[src/hdl/mfdr_pkg.sv]
// Shared constants and codes for the mesh flood relay.
// Depends on nothing; imported by the top level and the checker.
`timescale 1ns / 1ps
`default_nettype none

package mfdr_pkg;

    // Sizing of the per-port id caches
    localparam int MAX_PORTS   = 4;
    localparam int CACHE_DEPTH = 16;
    localparam int PORT_W      = (MAX_PORTS > 1) ? $clog2(MAX_PORTS) : 1;
    localparam int SLOT_W      = (CACHE_DEPTH > 1) ? $clog2(CACHE_DEPTH) : 1;
    localparam int SCNT_W      = $clog2(CACHE_DEPTH + 1);
    localparam int CNT_W       = $clog2(MAX_PORTS + 1);
    localparam int STORE_DEPTH = MAX_PORTS * CACHE_DEPTH;
    localparam int ADDR_W      = (STORE_DEPTH > 1) ? $clog2(STORE_DEPTH) : 1;

    // Field widths
    localparam int ID_W      = 16;
    localparam int PEND_W    = 4;
    localparam int PFIELD_W  = 2;
    localparam int VERDICT_W = 3;
    localparam int PIU_W     = 3;
    localparam int ECHO_W    = 4;
    localparam int CFG_W     = 4;
    localparam int TDATA_W   = 24;

    // Configuration register indexes
    localparam logic REG_PORTS_IN_USE = 1'b0;
    localparam logic REG_ECHO_MASK    = 1'b1;

    // Input kinds
    localparam logic KIND_RECEIVE = 1'b0;
    localparam logic KIND_SEND    = 1'b1;

    // Result actions
    localparam logic ACT_FORWARD = 1'b0;
    localparam logic ACT_VERDICT = 1'b1;

    // Verdict codes
    localparam logic [VERDICT_W-1:0] VERD_DELIVERED  = 3'd0;
    localparam logic [VERDICT_W-1:0] VERD_NONE       = 3'd1;
    localparam logic [VERDICT_W-1:0] VERD_INVALID    = 3'd2;
    localparam logic [VERDICT_W-1:0] VERD_DUPLICATE  = 3'd3;
    localparam logic [VERDICT_W-1:0] VERD_ORIGINATED = 3'd4;

endpackage

`default_nettype wire

[src/hdl/mfdr_ram.sv]
// Generic simple dual-port RAM with registered read.
// Depends on nothing; holds the per-port recent id caches.
`timescale 1ns / 1ps
`default_nettype none

module mfdr_ram #(
    parameter int WIDTH = 16,
    parameter int DEPTH = 64
) (
    input  wire logic                     clk,
    input  wire logic                     we,
    input  wire logic [$clog2(DEPTH)-1:0] waddr,
    input  wire logic [WIDTH-1:0]         wdata,
    input  wire logic [$clog2(DEPTH)-1:0] raddr,
    output logic      [WIDTH-1:0]         rdata
);

    logic [WIDTH-1:0] mem_reg [DEPTH];

    // Write one word, read one word a cycle
    always_ff @(posedge clk)
    begin
        if (we)
        begin
            mem_reg[waddr] <= wdata;
        end
        rdata <= mem_reg[raddr];
    end

endmodule

`default_nettype wire

[src/hdl/mesh_flood_dedup_relay.sv]
// Flooding relay with a recent-id duplicate cache per radio port.
// Depends on mfdr_pkg and mfdr_ram.
//
//  channel  | dir | handshake               | payload
//  ---------+-----+-------------------------+-----------------------------------------
//  s_axis   | in  | tvalid/tready           | tuser kind; tdata pending, id, valid
//  m_axis   | out | tvalid/tready, tlast    | tuser action; tdata port, id, verdict
//  cfg      | in  | cfg_we, no wait         | cfg_index selects register, cfg_data
//
// One comparator checks one cache entry a cycle.
// Receive: cursor wrap, a round-robin grant search, one scan of the source cache and,
// unless it holds the id, one scan per port in use, then the verdict.
// Send: one forward per port in use, then the verdict.
// Reset clears the caches at once through per-entry valid bits; a stalled output holds
// the sequencer where it would emit, and a new item is taken only between items.
`timescale 1ns / 1ps
`default_nettype none

module mesh_flood_dedup_relay
    import mfdr_pkg::*;
(
    input  wire logic                 clk,
    input  wire logic                 rst_n,
    // s_axis_tdata: pending_mask[3:0], pkt_id[19:4], packet_valid[20], zero pad
    input  wire logic                 s_axis_tvalid,
    output logic                      s_axis_tready,
    input  wire logic [TDATA_W-1:0]   s_axis_tdata,
    // s_axis_tuser: kind[0]
    input  wire logic                 s_axis_tuser,
    output logic                      m_axis_tvalid,
    input  wire logic                 m_axis_tready,
    // m_axis_tdata: port[1:0], out_id[17:2], verdict[20:18], zero pad
    output logic      [TDATA_W-1:0]   m_axis_tdata,
    // m_axis_tuser: action[0]
    output logic                      m_axis_tuser,
    output logic                      m_axis_tlast,
    input  wire logic                 cfg_we,
    input  wire logic                 cfg_index,
    input  wire logic [CFG_W-1:0]     cfg_data
);

    localparam logic [2:0] S_IDLE   = 3'd0;
    localparam logic [2:0] S_NORM   = 3'd1;
    localparam logic [2:0] S_GRANT  = 3'd2;
    localparam logic [2:0] S_SCAN   = 3'd3;
    localparam logic [2:0] S_DECIDE = 3'd4;
    localparam logic [2:0] S_SEND   = 3'd5;
    localparam logic [2:0] S_VERD   = 3'd6;

    localparam logic MODE_DUP = 1'b0;
    localparam logic MODE_FWD = 1'b1;

    // Control state
    logic [2:0]            state_reg, state_next;
    logic [PORT_W-1:0]     cursor_reg, cursor_next;
    logic [PORT_W-1:0]     pos_reg, pos_next;
    logic [CNT_W-1:0]      grant_cnt_reg, grant_cnt_next;
    logic [PORT_W-1:0]     src_reg, src_next;
    logic [PORT_W-1:0]     fp_reg, fp_next;
    logic [PORT_W-1:0]     scan_port_reg, scan_port_next;
    logic [SCNT_W-1:0]     scan_k_reg, scan_k_next;
    logic                  mode_reg, mode_next;
    logic                  hit_reg, hit_next;
    logic                  cmp_v_reg, cmp_last_reg;
    logic [VERDICT_W-1:0]  verdict_reg, verdict_next;
    logic [PORT_W-1:0]     vport_reg, vport_next;
    logic [CNT_W-1:0]      n_reg, n_next;
    logic [PIU_W-1:0]      ports_reg;
    logic [ECHO_W-1:0]     echo_reg;
    logic [SLOT_W-1:0]     wp_reg [MAX_PORTS];
    logic                  vld_reg [STORE_DEPTH];
    logic                  vld_rd_reg;

    // Item payload
    logic [PEND_W-1:0]     pending_reg;
    logic [ID_W-1:0]       id_reg;
    logic                  pvalid_reg;

    // Output register
    logic                  out_valid_reg, out_valid_next;
    logic                  out_action_reg;
    logic [PORT_W-1:0]     out_port_reg;
    logic [ID_W-1:0]       out_id_reg;
    logic [VERDICT_W-1:0]  out_verdict_reg;
    logic                  out_last_reg;

    // Datapath nets
    logic                  accept;
    logic                  out_free;
    logic                  load_out;
    logic                  ld_action;
    logic [PORT_W-1:0]     ld_port;
    logic [VERDICT_W-1:0]  ld_verdict;
    logic                  ld_last;
    logic                  ram_we;
    logic [PORT_W-1:0]     wr_port;
    logic [SLOT_W-1:0]     wr_slot;
    logic [ADDR_W-1:0]     waddr;
    logic [ADDR_W-1:0]     raddr;
    logic [ID_W-1:0]       rdata;
    logic [ID_W-1:0]       entry;
    logic                  rd_issue;
    logic                  match;
    logic [CNT_W-1:0]      n_active;
    logic [PORT_W-1:0]     pos_inc;
    logic [PORT_W-1:0]     fp_last;

    assign accept   = s_axis_tvalid && s_axis_tready;
    assign out_free = !out_valid_reg || m_axis_tready;
    assign s_axis_tready = (state_reg == S_IDLE);

    // Clamp the configured port count to 1..MAX_PORTS
    always_comb
    begin
        if (ports_reg == '0)
        begin
            n_active = CNT_W'(1);
        end
        else if (32'(ports_reg) > MAX_PORTS)
        begin
            n_active = CNT_W'(MAX_PORTS);
        end
        else
        begin
            n_active = CNT_W'(ports_reg);
        end
    end

    assign pos_inc = (CNT_W'(pos_reg) == n_reg - CNT_W'(1)) ? '0 : pos_reg + PORT_W'(1);
    assign fp_last = PORT_W'(n_reg - CNT_W'(1));

    // Cache read and the shared comparator
    assign rd_issue = (state_reg == S_SCAN) && (scan_k_reg < SCNT_W'(CACHE_DEPTH));
    assign raddr    = ADDR_W'(scan_port_reg) * ADDR_W'(CACHE_DEPTH)
                    + ADDR_W'(scan_k_reg[SLOT_W-1:0]);
    assign entry    = vld_rd_reg ? rdata : '0;
    assign match    = cmp_v_reg && (entry == id_reg);
    assign wr_slot  = wp_reg[wr_port];
    assign waddr    = ADDR_W'(wr_port) * ADDR_W'(CACHE_DEPTH) + ADDR_W'(wr_slot);

    mfdr_ram #(
        .WIDTH(ID_W),
        .DEPTH(STORE_DEPTH)
    ) u_cache (
        .clk  (clk),
        .we   (ram_we),
        .waddr(waddr),
        .wdata(id_reg),
        .raddr(raddr),
        .rdata(rdata)
    );

    // Sequencer
    always_comb
    begin
        state_next     = state_reg;
        cursor_next    = cursor_reg;
        pos_next       = pos_reg;
        grant_cnt_next = grant_cnt_reg;
        src_next       = src_reg;
        fp_next        = fp_reg;
        scan_port_next = scan_port_reg;
        scan_k_next    = scan_k_reg;
        mode_next      = mode_reg;
        hit_next       = hit_reg | match;
        verdict_next   = verdict_reg;
        vport_next     = vport_reg;
        n_next         = n_reg;
        load_out       = 1'b0;
        ld_action      = ACT_FORWARD;
        ld_port        = fp_reg;
        ld_verdict     = VERD_DELIVERED;
        ld_last        = 1'b0;
        ram_we         = 1'b0;
        wr_port        = fp_reg;

        unique case (state_reg)
            S_IDLE:
            begin
                if (accept)
                begin
                    n_next         = n_active;
                    pos_next       = cursor_reg;
                    grant_cnt_next = '0;
                    fp_next        = '0;
                    state_next     = (s_axis_tuser == KIND_SEND) ? S_SEND : S_NORM;
                end
            end

            // Wrap a cursor left beyond a reduced port count
            S_NORM:
            begin
                if (CNT_W'(pos_reg) >= n_reg)
                begin
                    pos_next = PORT_W'(CNT_W'(pos_reg) - n_reg);
                end
                else
                begin
                    state_next = S_GRANT;
                end
            end

            // Round-robin search for a pending port, one port a cycle
            S_GRANT:
            begin
                if (grant_cnt_reg == n_reg)
                begin
                    verdict_next = VERD_NONE;
                    vport_next   = '0;
                    state_next   = S_VERD;
                end
                else if ((32'(pos_reg) < PEND_W) && pending_reg[pos_reg])
                begin
                    src_next    = pos_reg;
                    cursor_next = pos_inc;
                    if (!pvalid_reg)
                    begin
                        verdict_next = VERD_INVALID;
                        vport_next   = pos_reg;
                        state_next   = S_VERD;
                    end
                    else
                    begin
                        mode_next      = MODE_DUP;
                        scan_port_next = pos_reg;
                        scan_k_next    = '0;
                        hit_next       = 1'b0;
                        state_next     = S_SCAN;
                    end
                end
                else
                begin
                    pos_next       = pos_inc;
                    grant_cnt_next = grant_cnt_reg + CNT_W'(1);
                end
            end

            // Stream one cache through the comparator
            S_SCAN:
            begin
                if (rd_issue)
                begin
                    scan_k_next = scan_k_reg + SCNT_W'(1);
                end
                if (cmp_v_reg && cmp_last_reg)
                begin
                    state_next = S_DECIDE;
                end
            end

            S_DECIDE:
            begin
                if (mode_reg == MODE_DUP)
                begin
                    if (hit_reg)
                    begin
                        verdict_next = VERD_DUPLICATE;
                        vport_next   = src_reg;
                        state_next   = S_VERD;
                    end
                    else
                    begin
                        // Seed the source cache unless it echoes to its source
                        ram_we         = !((32'(src_reg) < ECHO_W) && echo_reg[src_reg]);
                        wr_port        = src_reg;
                        mode_next      = MODE_FWD;
                        fp_next        = '0;
                        scan_port_next = '0;
                        scan_k_next    = '0;
                        hit_next       = 1'b0;
                        state_next     = S_SCAN;
                    end
                end
                else if (hit_reg || out_free)
                begin
                    // Forward and record on a port that lacks the id
                    if (!hit_reg)
                    begin
                        ram_we   = 1'b1;
                        wr_port  = fp_reg;
                        load_out = 1'b1;
                    end
                    if (fp_reg == fp_last)
                    begin
                        verdict_next = VERD_DELIVERED;
                        vport_next   = src_reg;
                        state_next   = S_VERD;
                    end
                    else
                    begin
                        fp_next        = fp_reg + PORT_W'(1);
                        scan_port_next = fp_reg + PORT_W'(1);
                        scan_k_next    = '0;
                        hit_next       = 1'b0;
                        state_next     = S_SCAN;
                    end
                end
            end

            // Flood an originated id on every port in use
            S_SEND:
            begin
                if (out_free)
                begin
                    ram_we   = 1'b1;
                    wr_port  = fp_reg;
                    load_out = 1'b1;
                    if (fp_reg == fp_last)
                    begin
                        verdict_next = VERD_ORIGINATED;
                        vport_next   = '0;
                        state_next   = S_VERD;
                    end
                    else
                    begin
                        fp_next = fp_reg + PORT_W'(1);
                    end
                end
            end

            S_VERD:
            begin
                if (out_free)
                begin
                    load_out   = 1'b1;
                    ld_action  = ACT_VERDICT;
                    ld_port    = vport_reg;
                    ld_verdict = verdict_reg;
                    ld_last    = 1'b1;
                    state_next = S_IDLE;
                end
            end

            default:
            begin
                state_next = S_IDLE;
            end
        endcase
    end

    assign out_valid_next = load_out ? 1'b1 : (m_axis_tready ? 1'b0 : out_valid_reg);

    // Control registers
    always_ff @(posedge clk or negedge rst_n)
    begin
        if (!rst_n)
        begin
            state_reg     <= S_IDLE;
            cursor_reg    <= '0;
            cmp_v_reg     <= 1'b0;
            cmp_last_reg  <= 1'b0;
            out_valid_reg <= 1'b0;
            ports_reg     <= PIU_W'(1);
            echo_reg      <= '0;
            for (int p = 0; p < MAX_PORTS; p++)
            begin
                wp_reg[p] <= '0;
            end
            for (int e = 0; e < STORE_DEPTH; e++)
            begin
                vld_reg[e] <= 1'b0;
            end
        end
        else
        begin
            state_reg     <= state_next;
            cursor_reg    <= cursor_next;
            cmp_v_reg     <= rd_issue;
            cmp_last_reg  <= rd_issue && (scan_k_reg == SCNT_W'(CACHE_DEPTH - 1));
            out_valid_reg <= out_valid_next;
            if (cfg_we)
            begin
                unique case (cfg_index)
                    REG_PORTS_IN_USE: ports_reg <= cfg_data[PIU_W-1:0];
                    REG_ECHO_MASK:    echo_reg  <= cfg_data[ECHO_W-1:0];
                    default:          ports_reg <= ports_reg;
                endcase
            end
            // Record an id: mark the slot and advance the ring pointer
            if (ram_we)
            begin
                vld_reg[waddr]  <= 1'b1;
                wp_reg[wr_port] <= (wr_slot == SLOT_W'(CACHE_DEPTH - 1)) ? '0
                                                                          : wr_slot + SLOT_W'(1);
            end
        end
    end

    // Working and payload registers
    always_ff @(posedge clk)
    begin
        pos_reg       <= pos_next;
        grant_cnt_reg <= grant_cnt_next;
        src_reg       <= src_next;
        fp_reg        <= fp_next;
        scan_port_reg <= scan_port_next;
        scan_k_reg    <= scan_k_next;
        mode_reg      <= mode_next;
        hit_reg       <= hit_next;
        verdict_reg   <= verdict_next;
        vport_reg     <= vport_next;
        n_reg         <= n_next;
        vld_rd_reg    <= vld_reg[raddr];
        if (accept)
        begin
            pending_reg <= s_axis_tdata[PEND_W-1:0];
            id_reg      <= s_axis_tdata[PEND_W +: ID_W];
            pvalid_reg  <= s_axis_tdata[PEND_W + ID_W];
        end
        if (load_out)
        begin
            out_action_reg  <= ld_action;
            out_port_reg    <= ld_port;
            out_id_reg      <= id_reg;
            out_verdict_reg <= ld_verdict;
            out_last_reg    <= ld_last;
        end
    end

    // Drive the result transfer
    assign m_axis_tvalid = out_valid_reg;
    assign m_axis_tuser  = out_action_reg;
    assign m_axis_tlast  = out_last_reg;
    assign m_axis_tdata  = {(TDATA_W - PFIELD_W - ID_W - VERDICT_W)'(0),
                            out_verdict_reg, out_id_reg, PFIELD_W'(out_port_reg)};

endmodule

`default_nettype wire

[config.mk]
export PLATFORM = sky130hd
export DESIGN_NAME = mesh_flood_dedup_relay
export DESIGN_NICKNAME = d
export VERILOG_FILES = /design/src/hdl/mfdr_pkg.sv /design/src/hdl/mfdr_ram.sv /design/src/hdl/mesh_flood_dedup_relay.sv
export SDC_FILE = /design/constraint.sdc
export NUM_CORES = 1
export LEC_CHECK = 0
export BUFFER_PORTS_ARGS = -buffer_cell sky130_fd_sc_hd__buf_2
export CAP_MARGIN = 10
export CORE_UTILIZATION = 40
export DETAILED_ROUTE_END_ITERATION = 12
export PLACE_DENSITY_LB_ADDON = 0.25
export SYNTH_ARGS = -nofsm -noshare
export SYNTH_HDL_FRONTEND = slang
export SYNTH_SLANG_ARGS = --single-unit
[constraint.sdc]
create_clock -name clk -period 4.2 [get_ports clk]
set_clock_uncertainty 0.2 [all_clocks]
set_input_delay 0.84 -clock clk [delete_from_list [all_inputs] [get_ports clk]]
set_output_delay 0.84 -clock clk [all_outputs]
set_load 0.02 [all_outputs]
==> results of run 1 <==
layout by cell type (no fill, tap or decap), types with 23 or more instances in the layout:
master     Yosys  routed
clkbuf_1      44      32
buf_4         15     127
inv_1         35      35
nand2_1       42      42
edfxtp_1    1092    1092
clkbuf_16      0     123
o21bai_1      31      31
nor2_1        83      76
a41o_1        23      23
dfrtp_1       94      94
mux4_2       359     359
o21ai_0       24      24
buf_2         39      55
layout make-up:
| class | count | area share |
|---|---|---|
| Clock buffer | 159 | 0.0596 |
| Sequential cell | 1205 | 0.651 |
| Clock inverter | 69 | 0.0148 |
| Inverter | 37 | 0.00254 |
| Tap cell | 1536 | 0.0352 |
| Timing Repair Buffer | 195 | 0.0271 |
| Multi-Input combinational cell | 831 | 0.210 |
metal layers:
metal,share of wire,routed length [µm]
met4,0.029,3390
met1,0.42,48700
met3,0.054,6230
met2,0.49,56600
met5,0.00011,13
kinds of logic (layout without fill, tap and decap cells):
logic type      after synthesis  after routing  share of synthesized area
compound gates              193            193                     0.0335
xor+xnor                     20             20                    0.00368
fa+ha+maj                     9              9                    0.00236
buf+inv                     159            460                     0.0157
flops                      1205           1205                      0.746
mux                         379            379                      0.174
other cells                   1              3                  0.0000787
simple gates                227            227                     0.0242
where the power goes:
group	switching, mW	total, mW	internal, mW
Sequential	0.545	14.8	14.2
Combinational	6.23	10.8	4.52
Clock	4.49	11.0	6.48
Total	11.3	36.5	25.2
worst max-delay path by stage:
stage,start,to,slack (ns),cells after the start
2_1_floorplan,m_axis_tready,u_cache.mem_reg[49][0],0.17,7
3_3_place_gp,state_reg[1],u_cache.mem_reg[57][9],0.54,8
3_5_place_dp,state_reg[1],u_cache.mem_reg[57][9],0.45,8
4_1_cts,state_reg[1],u_cache.mem_reg[57][9],0.42,8
5_1_grt,state_reg[2],u_cache.mem_reg[57][9],0.20,8
6_report,state_reg[1],u_cache.mem_reg[57][9],0.40,8
worst max-delay path, stage by stage (launching register included):
cell and delay (ns):
dfrtp_1 0.41, buf_4 0.20, nor2b_1 0.44, o211ai_1 0.30, or2_2 0.42, a211oi_4 0.49
o21ai_1 0.46, nor3_2 0.22, buf_4 0.30
==> impl_metrics.env, run 1 <==
export IMPL_use_met3=0.0303
export IMPL_boundaryPins=63
export IMPL_total_power_mw=36.5
export IMPL_p_per_area_mw_per_mm2=669
export IMPL_hpwl_um=67600
export IMPL_ys_seq_area_frac=0.746
export IMPL_drv_cap=0
export IMPL_relSlewSlack=0.261
export IMPL_top_usage_layer="met2"
export IMPL_grtUsageMet1=0.266
export IMPL_cts_root_buf="clkbuf_16"
export IMPL_yosysUniqueCellTypes=93
export IMPL_post_route_period_util=0.905
export IMPL_min_path_cells=1
export IMPL_syn2layout_area_growth_pct=14.6
export IMPL_worstPathArrival_ns=3.97
export IMPL_drt_total_wl_um=115000
export IMPL_clk_latency_ns=0.71
export IMPL_cts_hold_fix_buffers=1
export IMPL_ys_ff_latch=1205
export IMPL_synth_edf_count=1092
export IMPL_die_area_mm2=0.120
export IMPL_h_tree_depth=3
export IMPL_start_util=0.403
export IMPL_synthTopCellsByArea="edfxtp_1, mux4_2, dfrtp_1, dfxtp_1, nor2_1"
export IMPL_grt_util_met2=0.314
export IMPL_worst_slack_ns=0.397
export IMPL_hold_violations=0
export IMPL_ir_worst_vdd_uv=560
export IMPL_yosysMostFrequentCell="edfxtp_1"
export IMPL_antenna_found_initial=4
export IMPL_min_to="pending_reg[3]"
export IMPL_die_h_um=347
export IMPL_syn_cell_area_mm2=0.0476
export IMPL_post_cts_buffers=0
export IMPL_dpl_cell_count=3803
export IMPL_finalInstanceArea_mm2=0.0546
export IMPL_worst_pin_slew_ns=1.11
export IMPL_cts_sinks=1205
export IMPL_ant_nets=0
export IMPL_drt_iter0_drc=2312
export IMPL_die_x_um=347
export IMPL_post_route_drc_count=0
export IMPL_layout_nets=2435
export IMPL_worst_setup_path_type="flop to flop"
export IMPL_cts_resized=0
export IMPL_grt_max_degree=129
export IMPL_p_leak_nw=17.8
export IMPL_drive_gt1_frac=0.324
export IMPL_reg2reg_slack_ns=0.40
export IMPL_finalSetupViolCount=0
export IMPL_multiInputGateArea_mm2=0.0114
export IMPL_synthArstFlopShare=0.0788
export IMPL_placed_area_mm2=0.0505
export IMPL_synth_ff_type="edfxtp_1"
export IMPL_pre_cts_ws_ns=0.455
export IMPL_rsz0062_at_grt="no"
export IMPL_r2r_cells=8
export IMPL_overflow=0
export IMPL_worstHoldStart="s_axis_tdata[3]"
export IMPL_maxSlewViolCount=0
export IMPL_min_path_type="primary input to flop"
export IMPL_cts_tree="yes"
export IMPL_critPathMaxFanout=16
export IMPL_diodes=0
export IMPL_routedWlPerCell_um=28.5
export IMPL_synthTopCellsByCount="edfxtp_1, mux4_2, dfrtp_1, nor2_1, clkbuf_1"
export IMPL_avgSynthCellArea_um2=21.7
export IMPL_holdWs_ns=0.101
export IMPL_firstDrtPassIters=6
export IMPL_synth_top_cell_by_area="edfxtp_1"
export IMPL_largest_register_ffs=1024
export IMPL_r2r_end="u_cache.mem_reg[57][9]"
export IMPL_place_congestion=0.881
export IMPL_cp_required_ns=4.37
export IMPL_fin_util=0.462
export IMPL_ff_latch_area_mm2=0.0355
export IMPL_max_freq_mhz=263
export IMPL_port_buffers=56
export IMPL_fin_crit_ns=3.80
export IMPL_core_area_mm2=0.118
export IMPL_syn_inst=2193
export IMPL_numCtsBuffers=121
export IMPL_grt_first_pass_wirelength_um=168000
export IMPL_cp_end_kind="flop"
export IMPL_clkSlewWorstSetupHoldPaths_ns=0.06
export IMPL_clockBufferDepth=3
export IMPL_fin_cells=4032
export IMPL_rows=126
export IMPL_vias_per_cell=5.69
export IMPL_fillers=9715
export IMPL_start_kind="flop"
export IMPL_finalSetupTns_ns=0
export IMPL_status="finished clean"
export IMPL_vias=22900
export IMPL_yosysTopAreaCellShare=0.689
export IMPL_track_usage=0.192
export IMPL_yosysWarnings=0
export IMPL_grt_pass1_vias=23900
export IMPL_reg2reg_from="state_reg[1]"
(Power assumes the default switching activity.)
==> run 2: changes to the inputs <==
- BUFFER_PORTS_ARGS: -buffer_cell sky130_fd_sc_hd__buf_2 -> -buffer_cell sky130_fd_sc_hd__buf_4
==> run 2 against run 1 <==
Register-to-register slack better by 0.02 ns; die area is the same; critical endpoint is now u_cache.mem_reg[4][12]; via count increased by 1.0%; largest cell class unchanged; worst setup slack improved by 0.020 ns.
==> impl_metrics.env, run 2 (same netlist as run 1, synthesis figures left out) <==
export IMPL_track_usage=0.190
export IMPL_finalSetupViolCount=0
export IMPL_status="finished clean"
export IMPL_critPathMaxFanout=16
export IMPL_post_cts_buffers=0
export IMPL_firstDrtPassIters=5
export IMPL_maxSlewViolCount=0
export IMPL_cp_slowest_stage_delay_ns=0.91
export IMPL_cts_sinks=1205
export IMPL_hpwl_um=68200
export IMPL_hold_violations=0
export IMPL_cts_tree="yes"
export IMPL_numCtsBuffers=130
export IMPL_diodes=0
export IMPL_cp_required_ns=4.43
export IMPL_die_h_um=347
export IMPL_reg2reg_from="mode_reg"
export IMPL_core_area_mm2=0.118
export IMPL_vias_per_cell=5.72
export IMPL_finalSetupTns_ns=0
export IMPL_max_freq_mhz=264
export IMPL_relSlewSlack=0.222
export IMPL_cts_resized=0
export IMPL_clk_latency_ns=0.73
export IMPL_p_per_area_mw_per_mm2=672
export IMPL_r2r_end="u_cache.mem_reg[4][12]"
export IMPL_drive_gt1_frac=0.331
export IMPL_fillers=9632
export IMPL_h_tree_depth=4
export IMPL_cts_root_buf="clkbuf_16"
export IMPL_die_area_mm2=0.120
export IMPL_crit_buf_inv=1
export IMPL_final_common_cell="edfxtp_1"
export IMPL_worst_path_stages=7
export IMPL_post_route_drc_count=0
export IMPL_min_to="pvalid_reg"
export IMPL_rows=126
export IMPL_ff_latch_area_mm2=0.0355
export IMPL_fin_crit_ns=3.78
export IMPL_boundaryPins=63
export IMPL_pre_cts_ws_ns=0.533
export IMPL_layout_nets=2455
export IMPL_worst_slack_ns=0.417
export IMPL_cp_end_kind="flop"
export IMPL_grt_max_degree=76
export IMPL_ant_nets=0
export IMPL_r2r_cells=7
export IMPL_cp_slowest_cell="o32a_1"
export IMPL_port_buffers=56
export IMPL_finalInstanceArea_mm2=0.0551
export IMPL_worst_setup_path_type="flop to flop"
export IMPL_grt_first_pass_wirelength_um=166000
export IMPL_place_congestion=0.859
export IMPL_start_kind="flop"
export IMPL_ir_worst_vdd_uv=450
export IMPL_post_route_period_util=0.901
export IMPL_drv_cap=0
export IMPL_antenna_found_initial=14
export IMPL_syn2layout_area_growth_pct=15.7
export IMPL_p_leak_nw=18.1
export IMPL_layout_common_cells="edfxtp_1, mux4_2, buf_4, clkbuf_16, dfrtp_1"
export IMPL_grt_pass1_vias=24200
export IMPL_worstPathArrival_ns=4.01
export IMPL_start_util=0.403
export IMPL_drt_iter0_drc=2246
export IMPL_min_path_cells=1
export IMPL_rsz0062_at_grt="no"
export IMPL_reg2reg_slack_ns=0.42
export IMPL_die_x_um=347
export IMPL_vias=23200
export IMPL_overflow=0
export IMPL_multiInputGateArea_mm2=0.0114
export IMPL_placed_area_mm2=0.0508
export IMPL_drt_total_wl_um=113000
export IMPL_path_cells="or2_2 > o21ai_4 > nand2_2 > a31oi_1 > o32a_1 > nor2_1 > buf_4"
export IMPL_routedWlPerCell_um=27.9
export IMPL_worstHoldStart="s_axis_tdata[20]"
export IMPL_largest_register_ffs=1024
export IMPL_worst_pin_slew_ns=1.17
export IMPL_min_path_type="primary input to flop"
export IMPL_clockBufferDepth=3
export IMPL_crit_family="compound AO/OA/AOI/OAI gates"
export IMPL_clkSlewWorstSetupHoldPaths_ns=0.06
## run 2: how the worst max path moves through the flow
stage	from	endpoint	slack [ns]
2_1_floorplan	m_axis_tready	u_cache.mem_reg[49][0]	0.17
4_1_cts	mode_reg	u_cache.mem_reg[4][3]	0.49
3_5_place_dp	mode_reg	u_cache.mem_reg[4][14]	0.53
3_3_place_gp	mode_reg	wp_reg[12]	0.56
5_1_grt	mode_reg	wp_reg[15]	0.23
6_report	mode_reg	u_cache.mem_reg[4][12]	0.42
## run 2: per-stage QoR
| stage | power [mW] | utilization | cells | hold WS [ns] |
|---|---|---|---|---|
| after global placement | 25.7 | 0.430 | 3813 | 0.243 |
| final | 37.0 | 0.467 | 4049 | 0.0902 |
| after global routing | 38.4 | 0.467 | 4049 | 0.0495 |
| after detailed placement | 25.9 | 0.430 | 3813 | 0.252 |
| after floorplan | 22.0 | - | 2195 | 0.225 |
| after CTS | 37.3 | 0.466 | 4048 | 0.0373 |
## run 2: cell type report
class | instances | area share
inverters | 37 | 0.00252
multi-input cells | 831 | 0.208
well taps | 1536 | 0.0349
clock inverters | 71 | 0.0141
clock buffers | 163 | 0.0636
flip-flops and latches | 1205 | 0.645
repair buffers | 206 | 0.0323
## run 2: per-layer routing
metal	up-vias	global-route usage	wire (µm)
li1	9692	-	-
met1	12500	0.264	47800
met2	812	0.304	55400
met3	187	0.0332	6600
met4	2	0.0646	3150
met5	-	0	13
## run 2: power by group
group | leakage (nW) | total, mW | internal (mW) | switching, mW
sequential | 11.2 | 14.8 | 14.2 | 0.543
combinational | 4.77 | 10.8 | 4.64 | 6.18
clock | 2.09 | 11.4 | 6.81 | 4.63
total | 18.1 | 37.0 | 25.7 | 11.3
## run 2: what timing repair did
action | 4_1_cts | 5_1_grt
hold buffers | 1 | 0
endpoints found under the hold margin | 42 | 0
endpoints found under the setup margin | 0 | 0
